### src/rtl/brs_pkg.sv
package brs_pkg;

  // Image store geometry and fixed-point format
  localparam int MAX_IMAGE_WIDTH  = 1024;
  localparam int MAX_IMAGE_HEIGHT = 1024;
  localparam int PLANES           = 3;
  localparam int FRAC_BITS        = 8;

  localparam int OUT_PLANES = 3;
  localparam int XW     = $clog2(MAX_IMAGE_WIDTH);
  localparam int YW     = $clog2(MAX_IMAGE_HEIGHT);
  localparam int IDX_W  = (XW > YW) ? XW : YW;
  localparam int BANK_AW    = (XW - 1) + (YW - 1);
  localparam int BANK_DEPTH = 1 << BANK_AW;

  // Field and register widths
  localparam int FIELD_W = 10;
  localparam int DIM_W   = 11;
  localparam int POS_W   = 21;
  localparam int SIZE_W  = 20;
  localparam int VAL_W   = 16;
  localparam int CFG_IDX_W = 3;

  // Centre mapping datapath
  localparam int NUM_W   = DIM_W + SIZE_W;
  localparam int DEN_W   = DIM_W + 1;
  localparam int COORD_W = NUM_W + 2;
  localparam int INT_W   = COORD_W - FRAC_BITS;
  localparam logic [COORD_W-1:0] HALF = COORD_W'(1) << (FRAC_BITS - 1);

  // Blend datapath
  localparam int C_W       = 8 + FRAC_BITS + 2;
  localparam int R_W       = C_W + FRAC_BITS + 2;
  localparam int OUT_SHIFT = 2 * FRAC_BITS - 8;

  typedef enum logic {
    OP_LOAD   = 1'b0,
    OP_SAMPLE = 1'b1
  } opcode_t;

  typedef enum logic [CFG_IDX_W-1:0] {
    REG_IMAGE_WIDTH  = 3'd0,
    REG_IMAGE_HEIGHT = 3'd1,
    REG_OUT_WIDTH    = 3'd2,
    REG_OUT_HEIGHT   = 3'd3,
    REG_WIN_LEFT     = 3'd4,
    REG_WIN_TOP      = 3'd5,
    REG_WIN_WIDTH    = 3'd6,
    REG_WIN_HEIGHT   = 3'd7
  } cfg_index_t;

  typedef struct packed {
    opcode_t              opcode;
    logic [FIELD_W-1:0]   texel_col;
    logic [FIELD_W-1:0]   texel_row;
    logic [1:0]           plane;
    logic [7:0]           texel_value;
    logic [FIELD_W-1:0]   out_col;
    logic [FIELD_W-1:0]   out_row;
  } in_item_t;

  typedef struct packed {
    logic [FIELD_W-1:0] sample_col;
    logic [FIELD_W-1:0] sample_row;
    logic [VAL_W-1:0]   value_plane0;
    logic [VAL_W-1:0]   value_plane1;
    logic [VAL_W-1:0]   value_plane2;
  } out_item_t;

  typedef struct packed {
    cfg_index_t         index;
    logic [POS_W-1:0]   value;
  } cfg_write_t;

  typedef struct packed {
    logic [DIM_W-1:0]         image_width;
    logic [DIM_W-1:0]         image_height;
    logic [DIM_W-1:0]         out_width;
    logic [DIM_W-1:0]         out_height;
    logic signed [POS_W-1:0]  win_left;
    logic signed [POS_W-1:0]  win_top;
    logic [SIZE_W-1:0]        win_width;
    logic [SIZE_W-1:0]        win_height;
  } cfg_t;

  // Work handed from front to back
  typedef struct packed {
    logic                 is_sample;
    logic [FIELD_W-1:0]   texel_col;
    logic [FIELD_W-1:0]   texel_row;
    logic [1:0]           plane;
    logic [7:0]           texel_value;
    logic [FIELD_W-1:0]   sample_col;
    logic [FIELD_W-1:0]   sample_row;
    logic [XW-1:0]        x0;
    logic [XW-1:0]        x1;
    logic [YW-1:0]        y0;
    logic [YW-1:0]        y1;
    logic [FRAC_BITS-1:0] fx;
    logic [FRAC_BITS-1:0] fy;
  } job_t;

  // Largest legal index for an image size register
  function automatic logic [IDX_W-1:0] limit_hi(input logic [DIM_W-1:0] w, input int maxv);
    logic [IDX_W-1:0] hi;
    if (w == '0) begin
      hi = '0;
    end else if (int'(w) > maxv) begin
      hi = IDX_W'(maxv - 1);
    end else begin
      hi = IDX_W'(w - 1'b1);
    end
    return hi;
  endfunction

  function automatic logic [IDX_W-1:0] clamp_index(input logic signed [INT_W:0] v,
                                                    input logic [IDX_W-1:0] hi);
    logic [IDX_W-1:0] r;
    if (v < 0) begin
      r = '0;
    end else if (v > $signed((INT_W+1)'(hi))) begin
      r = hi;
    end else begin
      r = v[IDX_W-1:0];
    end
    return r;
  endfunction

endpackage

### src/rtl/brs_queue.sv
module brs_queue (
  input  logic           clk,
  input  logic           rst,
  input  logic           push_valid,
  input  brs_pkg::job_t  push_job,
  output logic           push_ready,
  output logic           pop_valid,
  output brs_pkg::job_t  pop_job,
  input  logic           pop_ready
);
  import brs_pkg::*;

  localparam int DEPTH = 4;
  localparam int PW    = $clog2(DEPTH);

  job_t          slots [DEPTH];
  logic [PW-1:0] wr_ptr, rd_ptr;
  logic [PW:0]   count;
  logic          do_push, do_pop;

  assign push_ready = (count != (PW+1)'(DEPTH));
  assign pop_valid  = (count != '0);
  assign do_push    = push_valid && push_ready;
  assign do_pop     = pop_valid && pop_ready;
  assign pop_job    = slots[rd_ptr];

  always_ff @(posedge clk) begin
    if (rst) begin
      wr_ptr <= '0;
      rd_ptr <= '0;
      count  <= '0;
    end else begin
      if (do_push) begin
        wr_ptr <= wr_ptr + 1'b1;
      end
      if (do_pop) begin
        rd_ptr <= rd_ptr + 1'b1;
      end
      count <= count + (PW+1)'(do_push) - (PW+1)'(do_pop);
    end
  end

  always_ff @(posedge clk) begin
    if (do_push) begin
      slots[wr_ptr] <= push_job;
    end
  end

endmodule

### config.mk
export PLATFORM = sky130hd
export DESIGN_NAME = brs_queue
export DESIGN_NICKNAME = d
export VERILOG_FILES = /design/src/rtl/brs_pkg.sv /design/src/rtl/brs_queue.sv
export SDC_FILE = /design/constraint.sdc
export NUM_CORES = 1
export LEC_CHECK = 0
export BUFFER_PORTS_ARGS = -buffer_cell sky130_fd_sc_hd__buf_2
export CAP_MARGIN = 20
export CORE_ASPECT_RATIO = 0.75
export CORE_MARGIN = 1.5
export CORE_UTILIZATION = 50
export CTS_BUF_LIST = sky130_fd_sc_hd__clkbuf_4 sky130_fd_sc_hd__clkbuf_8 sky130_fd_sc_hd__clkbuf_16
export CTS_CLUSTER_DIAMETER = 60
export DETAILED_ROUTE_END_ITERATION = 8
export PLACE_DENSITY = 0.82
export RECOVER_POWER = 100
export SYNTH_ARGS = -nofsm -noshare
export SYNTH_HDL_FRONTEND = slang
export SYNTH_SLANG_ARGS = --single-unit
### constraint.sdc
create_clock -name clk -period 11.8 [get_ports clk]
set_input_delay 0 -clock clk [delete_from_list [all_inputs] [get_ports clk]]
set_output_delay 0 -clock clk [all_outputs]
set_load 0.02 [all_outputs]
---- Yosys cells after proc, flatten, opt, wreduce, memory -nomap -nowiden ----
Memory sizes are Yosys's and may differ from the RTL's. A register that Yosys moved wholly into a read port is not among the register bits.
Index checks and enable logic that the tools add are counted.
Widths: inputs -> output; s select.
storage, ports and cells
  bits in registers ....................... 7
  memory bits (writable) .................. 428
  bits of input ports ..................... 111
  output and inout port bits .............. 109
  logic and storage cells ................. 16
  memories kept ........................... 1
cells by class
  $add $sub $neg .......................... 4
  equal/unequal tests ..................... 1
  multiplexer cells ....................... 4
  reduce and logical (&&, ||, !) cells .... 3
memories
  memory  depth  width  rd ports  clocked after memory_dff  wr ports  RTL line         text
  slots   4      107    1         1                         1         brs_queue.sv:16  job_t slots [DEPTH];
operators by type and width
  cell                 count
  $add 2x1->2 const B  2
  $mux 2               2
  $add 3x1->3          1
  $ne 3x3->1 const B   1
  $reduce_bool 3->1    1
  $sub 3x1->3          1
  $logic_and 1x1->1    2
  $mux 1               2

---- Logic depth before layout (Yosys ltp) ----
Gate-level depths: netlist of the first run.
  depth after elaboration ................. 4
  mapped depth ............................ 11
  gate-level depth less buffers ........... 11

---- Worst setup path before layout of the first run ----
Ideal clock, no wire load.
  kind .................................... reg-to-reg
  from .................................... register count[1]
  to ...................................... memory slots[0][0] in the netlist's numbering (enable)
  setup time .............................. 0.478 ns
  arrival time ............................ 3.367 ns
  required time ........................... 11.322 ns
  path slack .............................. 7.955 ns
  cell stages (with the launch flop) ...... 4
  path buffers ............................ 0
  clock period less this slack ............ 3.845 ns
  path through ............................ dfxtp_1 -> nor2_1 -> a21boi_1 -> and2_1
on the way
  cells in the longest elaborated chain, start to end .. 4
ends and longest elaborated chain
  element                       RTL line         text
  start, declared               brs_queue.sv:18  logic [PW:0] count;
  start signal, assigned        brs_queue.sv:39  count <= count + (PW+1)'(do_push) - (PW+1)'(do_pop);
  $ne 3x3->1                    brs_queue.sv:21  assign push_ready = (count != (PW+1)'(DEPTH));
  $logic_and 1x1->1             brs_queue.sv:23  assign do_push = push_valid && push_ready;
  $mux 1                        brs_queue.sv:44  if (do_push) begin
  $mux 1 (implied by the code)  brs_queue.sv:45  slots[wr_ptr] <= push_job;
  end, declared                 brs_queue.sv:16
Every way passes these cells.

==> results of run 1 <==
sequential cells by signal (all words and copies together) (netlist names), named ones only:
register / flops
rd_ptr: 2
slots: 428
count: 3
wr_ptr: 2
stage by stage:
| stage | utilization (%) | hold WS (ns) | cell area, um2 | cells |
|---|---|---|---|---|
| floorplan | - | 0.0989 | 15900 | 608 |
| global placement | 55.7 | 0.213 | 17400 | 1215 |
| detailed placement | 55.8 | 0.216 | 17400 | 1216 |
| CTS | 63.4 | 0.184 | 19800 | 1400 |
| global route | 62.6 | 0.270 | 19600 | 1406 |
| finish | 62.6 | 0.261 | 19600 | 1406 |
power breakdown:
group / switching (W) / internal (W)
sequential: 0.0000787 / 0.00191
combinational: 0.000622 / 0.000417
clock: 0.000532 / 0.000721
cell type report:
| cell class | count | area (um2) | area share (%) |
|---|---|---|---|
| well taps | 406 | 508 | 2.60 |
| clock buffers | 56 | 1170 | 6.00 |
| flip-flops and latches | 437 | 13000 | 66.6 |
| repair buffers | 339 | 2030 | 10.4 |
| diodes | 5 | 12.5 | 0.0639 |
| clock inverters | 17 | 114 | 0.582 |
| multi-input cells | 141 | 2670 | 13.7 |
| inverters | 5 | 18.8 | 0.0959 |
worst min-delay path by stage:
stage	cells after the start	slack, ns	endpoint	from
floorplan	0	0.1	slots[0][0]$_DFFE_PP_	push_job[0]
global placement	1	0.21	slots[2][73]$_DFFE_PP_	push_job[73]
detailed placement	1	0.22	slots[0][14]$_DFFE_PP_	push_job[14]
CTS	2	0.18	slots[0][69]$_DFFE_PP_	push_job[69]
global route	2	0.27	slots[2][41]$_DFFE_PP_	push_job[41]
finish	2	0.26	slots[2][35]$_DFFE_PP_	push_job[35]
cells by family after synthesis:
group / count (synthesis) / share of synthesized area, %
xor+xnor: 3 / 0.165
mux: 109 / 15.3
simple gates: 19 / 0.599
flops: 437 / 82.0
compound gates: 3 / 0.158
buf+inv: 30 / 1.13
fa+ha+maj: 7 / 0.599
critical path, cell delays in order (launching register included):
cell and delay (ns):
dfxtp_1 1.58, clkbuf_1 2.84, mux4_2 0.76, clkbuf_1 0.24
placed cells by master, fill, tap and decap left out, types with 2 or more instances in the layout:
| cell | instances |
|---|---|
| ha_1 | 6 |
| clkbuf_1 | 217 |
| edfxtp_1 | 428 |
| and2_0 | 5 |
| buf_16 | 2 |
| buf_2 | 6 |
| dfxtp_1 | 8 |
| mux4_2 | 107 |
| clkbuf_16 | 43 |
| dlygate4sd3_1 | 111 |
| inv_1 | 5 |
| buf_4 | 3 |
| nor2_1 | 8 |
| xor2_1 | 2 |
| clkinv_2 | 5 |
| nand2b_1 | 2 |
| diode_2 | 5 |
| clkinv_1 | 7 |
| clkbuf_4 | 13 |
| clkinvlp_4 | 2 |
metal layers:
layer / track usage, % / up-vias / wire length [um]
met5: 0 / - / 12
met4: 5.59 / 2 / 591
met3: 4.13 / 51 / 1910
met2: 31.0 / 247 / 15000
met1: 25.9 / 3953 / 13200
li1: - / 3326 / -
==> flow_metrics.tcl, run 1 <==
set metrics [dict create \
    status "finished, violations left" \
    violations "max-capacitance violations, max-slew violations" \
    finalHoldViolCount 0 \
    critPathKind "reg -> out" \
    cts-hold-fix-buffers 111 \
    power-per-cell-area_nw_per_um2 219 \
    setup_slack_ns 5.76 \
    avgRoutedWirePerCell_um 21.8 \
    critPathArrivalTime_ns 6.04 \
    endpoint "pop_job[48]" \
    finalClockSkew_ns 0.0191 \
    antenna_found_initial 6 \
    synth_cell_types 24 \
    synth_common_cells "edfxtp_1 (428), mux4_2 (107), buf_2 (12)" \
    worst_setup_path_start_kind "register" \
    postCtsResizedCells 0 \
    cts.htree.levels 2 \
    cap_violations 8 \
    die_w_um 209 \
    finalPower_w 0.00428 \
    r2r-start "count[1]$_SDFF_PP0_" \
    clock_latency_ns 0.54 \
    yosysMostFrequentCell "edfxtp_1" \
    first_iter_violations 525 \
    netlist_area_um2 15900 \
    fp.dieArea_um2 32900 \
    timing.rr.end "slots[1][77]$_DFFE_PP_" \
    ant_nets 0 \
    grt_pass1_wl_um 46600 \
    crit_path_max_fanout 47 \
    vdd_drop_max_v 0.000143 \
    worst_pin_slew_ns 3.93 \
    yosys-top-cells-area "edfxtp_1 (81%), mux4_2 (15%), dfxtp_1 (1.1%)" \
    fin_crit_sh_pct 51.2 \
    postCtsSetupRepairBufs 0 \
    postSynthCellCount 608 \
    io_buffer_count 219 \
    syn_avg_cell_area_um2 26.1 \
    slew_violations 298 \
    end_kind "output port" \
    worst_ep_required_time_ns 11.80 \
    syn-num-nets 726 \
    nets 1084 \
    first_pass_iters 4 \
    relSlewSlack_pct -162 \
    finalSetupViolCount 0 \
    hpwl_um 17300 \
    row_count 56 \
    rsz0062_at_grt "false" \
    ff2ff_path_depth 4 \
    cts_buffer_depth 3 \
    core-area_um2 31300 \
    cts_buffers 42 \
    nFillCells 2218 \
    fin_crit_ns 6.04 \
    min_path_type "in -> reg" \
    synth.top_cell.area_share_pct 80.9 \
    wl_um 30600 \
    grt_pass1_vias 8052 \
    drive_gt1_share_pct 18.7 \
    synth-edff-count 428 \
    grt_max_degree 76 \
    syn2layout_area_growth_pct 23.2 \
    cts_tree "built" \
    ios 220 \
    reg2reg_slack_ns 6.49 \
    timing.fmax_mhz 166 \
    clkSinkCount 437 \
    synth.largest_area_cell "edfxtp_1" \
    ys_ff_latch 437 \
    vias_per_cell 5.39 \
    gp_congestion 0.735 \
    track_usage_pct 18.9 \
    die_h_um 157 \
    start_util_pct 50.8 \
    p_leak_nw 6.12 \
    async_reset_ff_share_pct 0 \
    tns_ns 0 \
    grt-ovfl-total 0 \
    clockRootBuffer "clkbuf_16" \
    yosys_warnings 0 \
    ys.flop_type "edfxtp_1" \
    yosysSeqAreaShare_pct 82.0 \
    place_ws_ns 8.70 \
    dr_total_vias 7579 \
    clk_pin_slew_worst_paths_ns 0.06 \
    drc 0 \
]
(Power assumes the default switching activity.)
==> inputs of run 2 (changes only) <==
Clock period 11.8 ns to 6 ns, I/O delays scaled along.
==> run 2 against run 1 <==
Compared with the run above: the run still ends with max-capacitance violations, max-slew violations left; worst setup slack got worse by 4.0 ns; sequential share of layout area about the same; count of clock-buffer cells in the layout decreased by 2; via count increased by 0.47%; clock power increased by 97%; final cell count decreased by 0.14%; hold slack improved by 0.011 ns; sequential power increased by 98%; critical path type is now reg -> reg.
==> flow_metrics.tcl, run 2 (same netlist as run 1, synthesis figures left out) <==
set metrics [dict create \
    finalPower_w 0.00839 \
    vdd_drop_max_v 0.000239 \
    critPathKind "reg -> reg" \
    io_buffer_count 219 \
    p_clk_share_pct 29.3 \
    grt_pass1_vias 7978 \
    clock_latency_ns 0.52 \
    layout_commonest_cell "edfxtp_1" \
    crit_slowest_cell "clkbuf_1" \
    power.internal_w 0.00598 \
    antenna_found_initial 4 \
    combinationalPowerShare_pct 23.7 \
    ant_nets 0 \
    track_usage_pct 19.1 \
    postCtsSetupRepairBufs 0 \
    cts-hold-fix-buffers 111 \
    wl_met1_um 13300 \
    first_pass_iters 5 \
    end_kind "register" \
    worst_ep_required_time_ns 6.09 \
    largest_reg_flops 428 \
    first_iter_violations 627 \
    worst_pin_slew_ns 2.64 \
    ff2ff_path_depth 5 \
    slew_violations 207 \
    drc 0 \
    placed_cells 1215 \
    drive_gt1_share_pct 19.3 \
    p_leak_nw 6.14 \
    dr_total_vias 7615 \
    dr_wl_met3_um 2230 \
    ios 220 \
    tns_ns 0 \
    grt_max_degree 75 \
    regMostFlops "slots" \
    place_ws_ns 2.85 \
    fp.dieArea_um2 32900 \
    grt-ovfl-total 0 \
    die_h_um 157 \
    gp_congestion 0.769 \
    core-area_um2 31300 \
    rsz0062_at_grt "false" \
    finalSetupViolCount 0 \
    grt_pass1_wl_um 46600 \
    row_count 56 \
    avgRoutedWirePerCell_um 22.0 \
    status "finished, violations left" \
    postCtsResizedCells 0 \
    max_stage_delay_ns 1.52 \
    finalHoldViolCount 0 \
    cts_buffer_depth 3 \
    hpwl_um 17600 \
    fin_crit_ns 4.27 \
    nFillCells 2169 \
    clk_pin_slew_worst_paths_ns 0.06 \
    vias_per_cell 5.42 \
    whs_ns 0.272 \
    cts_buffers 41 \
    syn2layout_area_growth_pct 23.2 \
    cap_violations 5 \
    cts_tree "built" \
    top_layer_used "met5" \
    fin_cells 1404 \
    reg2reg_slack_ns 1.73 \
    power-per-cell-area_nw_per_um2 429 \
    power.net_switching_w 0.00242 \
    worst_setup_path_start_kind "register" \
    start_util_pct 50.8 \
    path_cells "nor2_1 -> a21boi_0 -> and2_4 -> buf_12 -> clkbuf_1" \
    clkSinkCount 437 \
    critical_path_buf_inv_count 2 \
    wl_um 30800 \
    timing.fmax_mhz 234 \
    die_w_um 209 \
    min_path_type "in -> reg" \
    cp.depth 5 \
    r2r-start "count[1]$_SDFF_PP0_" \
    violations "max-capacitance violations, max-slew violations" \
    finalClockSkew_ns 0.0171 \
    critical-path-top-delay-family "buffers and inverters" \
    swShare_pct 28.8 \
    wl_met2_um 14900 \
    relSlewSlack_pct -76.2 \
    pwr-share-seq_pct 47.0 \
    crit_path_max_fanout 39 \
    endpoint "slots[1][48]$_DFFE_PP_" \
    clockRootBuffer "clkbuf_16" \
    timing.rr.end "slots[1][48]$_DFFE_PP_" \
    cts.htree.levels 2 \
    final_cell_mix "edfxtp_1 (428), clkbuf_1 (215), dlygate4sd3_1 (111)" \
    setup_slack_ns 1.73 \
    nets 1085 \
    startpoint "count[1]$_SDFF_PP0_" \
    critPathArrivalTime_ns 4.37 \
    largestRegisters "slots (428), count (3)" \
    fin_crit_sh_pct 71.2 \
]
run 2: cell types whose count changed in the layout (fill, tap and decap cells not counted), moves of 2 or more:
cell / change
buf_2: +2
clkbuf_4: -4
clkbuf_1: -2
clkbuf_2: +2
and2_4: +3
clkbuf_16: -2
and2_0: -3
clkbuf_8: +4
run 2: per-stage QoR:
step | instance area (um2) | util (%)
6_report | 19600 | 62.6
5_1_grt | 19600 | 62.6
4_1_cts | 19800 | 63.3
3_5_place_dp | 17400 | 55.7
3_3_place_gp | 17400 | 55.7
2_1_floorplan | 15900 | -
run 2: how the worst min path moves through the flow:
stage / startpoint / end / slack (ns) / cells after the start
6_report: push_job[63] / slots[0][63]$_DFFE_PP_ / 0.27 / 2
5_1_grt: push_job[6] / slots[1][6]$_DFFE_PP_ / 0.28 / 2
4_1_cts: push_job[63] / slots[1][63]$_DFFE_PP_ / 0.20 / 2
3_5_place_dp: push_job[70] / slots[2][70]$_DFFE_PP_ / 0.22 / 1
3_3_place_gp: push_job[40] / slots[2][40]$_DFFE_PP_ / 0.21 / 1
2_1_floorplan: push_job[0] / slots[0][0]$_DFFE_PP_ / 0.1 / 0
run 2: worst reg2reg max path, stage by stage (launching register included):
cell      delay (ns)
dfxtp_1         0.45
nor2_1          0.09
a21boi_0        0.70
and2_4          0.68
buf_12          0.32
clkbuf_1        1.57
run 2: cell type report:
type / instances / area (um2) / area share, %
diodes: 4 / 10.0 / 0.0511
clock buffers: 54 / 1150 / 5.87
clock inverters: 16 / 129 / 0.658
inverters: 5 / 18.8 / 0.0959
multi-input cells: 141 / 2680 / 13.7
flip-flops and latches: 437 / 13000 / 66.6
well taps: 406 / 508 / 2.60
repair buffers: 341 / 2040 / 10.4
run 2: power by group through the flow:
stage | Clock (W) | Sequential, W | Combinational, W
floorplan | 0 | 0.00389 | 0.00150
global placement | 0 | 0.00400 | 0.00199
detailed placement | 0 | 0.00402 | 0.00202
CTS | 0.00250 | 0.00396 | 0.00209
global route | 0.00262 | 0.00399 | 0.00212
finish | 0.00246 | 0.00395 | 0.00199
run 2: routing by layer:
layer	vias up	track usage [%]
met5	-	0
met4	2	4.31
met3	33	4.19
met2	285	30.5
met1	3961	27.5
li1	3334	-
==> inputs of run 3 (changes only) <==
Settings changed: PLACE_DENSITY 0.82 to 0.85.
Clock period 6 ns to 3.6 ns, I/O delays scaled along.
==> run 3 against run 2 <==
Compared with the run above: wire length is 3.5% higher; final cell count grew 0.64%; the flow now finishes without violations; first-iteration DRC count fell by 5.7%; flip-flop and latch count stayed put; critical path type is now reg -> out; power grew 70%; final area grew 1.2%; utilization rose by 0.75 points.
==> flow_metrics.tcl, run 3 (same netlist as run 1, synthesis figures left out) <==
set metrics [dict create \
    status "complete, no violations" \
    final_cell_mix "edfxtp_1 (428), clkbuf_1 (209), dlygate4sd3_1 (111)" \
    cp.depth 3 \
    grt_pass1_wl_um 48300 \
    path_cells "buf_4 -> mux4_2 -> buf_2" \
    rsz0062_at_grt "false" \
    vdd_drop_max_v 0.000525 \
    timing.fmax_mhz 340 \
    max_stage_delay_ns 1.19 \
    worst_ep_required_time_ns 3.60 \
    start_util_pct 50.8 \
    clk_pin_slew_worst_paths_ns 0.06 \
    critical_path_buf_inv_count 2 \
    fin_crit_sh_pct 81.7 \
    fin_cells 1413 \
    clock_latency_ns 0.53 \
    dr_total_vias 7690 \
    critPathKind "reg -> out" \
    wl_um 31900 \
    postCtsResizedCells 0 \
    hpwl_um 18300 \
    end_kind "output port" \
    die_w_um 209 \
    power-per-cell-area_nw_per_um2 721 \
    avgRoutedWirePerCell_um 22.6 \
    tns_ns 0 \
    core-area_um2 31300 \
    first_pass_iters 5 \
    reg2reg_slack_ns 0.69 \
    grt_max_degree 43 \
    row_count 56 \
    ff2ff_path_depth 4 \
    cts_buffer_depth 3 \
    placed_cells 1222 \
    crit_path_max_fanout 33 \
    finalHoldViolCount 0 \
    min_path_type "in -> reg" \
    io_buffer_count 219 \
    critPathArrivalTime_ns 2.94 \
    endpoint "pop_job[48]" \
    fp.dieArea_um2 32900 \
    antenna_found_initial 4 \
    drive_gt1_share_pct 20.3 \
    track_usage_pct 19.7 \
    ant_nets 0 \
    relSlewSlack_pct 13.7 \
    first_iter_violations 591 \
    cts-hold-fix-buffers 111 \
    postCtsSetupRepairBufs 0 \
    ios 220 \
    gp_congestion 0.749 \
    cts_buffers 42 \
    nets 1089 \
    drc 0 \
    critical-path-top-delay-family "flip-flops" \
    clkSinkCount 437 \
    worst_setup_path_start_kind "register" \
    crit_slowest_cell "dfxtp_2" \
    finalSetupViolCount 0 \
    r2r-start "count[1]$_SDFF_PP0_" \
    finalClockSkew_ns 0.0121 \
    grt-ovfl-total 0 \
    largest_reg_flops 428 \
    die_h_um 157 \
    fin_crit_ns 2.94 \
    syn2layout_area_growth_pct 24.7 \
    vias_per_cell 5.44 \
    timing.rr.end "slots[3][54]$_DFFE_PP_" \
    cap_violations 0 \
    layout_commonest_cell "edfxtp_1" \
    cts.htree.levels 2 \
    largestRegisters "slots (428), count (3)" \
    regMostFlops "slots" \
    slew_violations 0 \
    worst_pin_slew_ns 1.29 \
    grt_pass1_vias 8159 \
    clockRootBuffer "clkbuf_16" \
    p_leak_nw 6.24 \
    cts_tree "built" \
]
## run 3: changes by cell type in the layout (fill, tap and decap cells not counted), sizes merged
cell	previous run	this run
buf	13	24
clkbuf	271	263
clkinv	12	17
bufinv	2	3
clkinvlp	1	2
diode	4	3
## run 3: worst min-delay path by stage
stage,startpoint,cells past startpoint,endpoint
floorplan,push_job[0],0,slots[0][0]$_DFFE_PP_
global placement,push_job[30],1,slots[1][30]$_DFFE_PP_
detailed placement,push_job[47],1,slots[3][47]$_DFFE_PP_
CTS,push_job[5],2,slots[3][5]$_DFFE_PP_
global route,push_job[28],2,slots[0][28]$_DFFE_PP_
finish,push_job[28],2,slots[3][28]$_DFFE_PP_
## run 3: final cells by class
class | count | area (um2)
fill | 2143 | 11400
tap | 406 | 508
clock inverter | 23 | 188
multi-input combinational | 141 | 2680
antenna | 3 | 7.51
sequential | 437 | 13000
clock buffer | 54 | 1190
timing repair buffer | 344 | 2180
inverter | 5 | 18.8
## run 3: per-layer routing
metal / track usage, % / share of wire (%) / vias to the layer above
li1: - / - / 3354
met1: 26.4 / 41 / 4006
met2: 32.6 / 50 / 276
met3: 5.07 / 7.1 / 52
met4: 5.59 / 1.6 / 2
met5: 0 / 0.041 / -
## run 3: metrics by stage
step | setup slack, ns | hold WS, ns | area (um2) | total power [W] | util, %
floorplan | 0.924 | 0.0989 | 15900 | 0.00895 | -
global placement | 1.04 | 0.214 | 17600 | 0.0101 | 56.2
detailed placement | 0.977 | 0.215 | 17600 | 0.0101 | 56.2
CTS | 0.933 | 0.185 | 20100 | 0.0146 | 64.2
global route | 0.386 | 0.264 | 19800 | 0.0149 | 63.4
finish | 0.659 | 0.270 | 19800 | 0.0143 | 63.4
## run 3: report_power, final
| group | internal (W) | total [W] | switching (W) |
|---|---|---|---|
| Combinational | 0.00138 | 0.00343 | 0.00205 |
| Sequential | 0.00623 | 0.00651 | 0.000279 |
| Clock | 0.00256 | 0.00434 | 0.00178 |
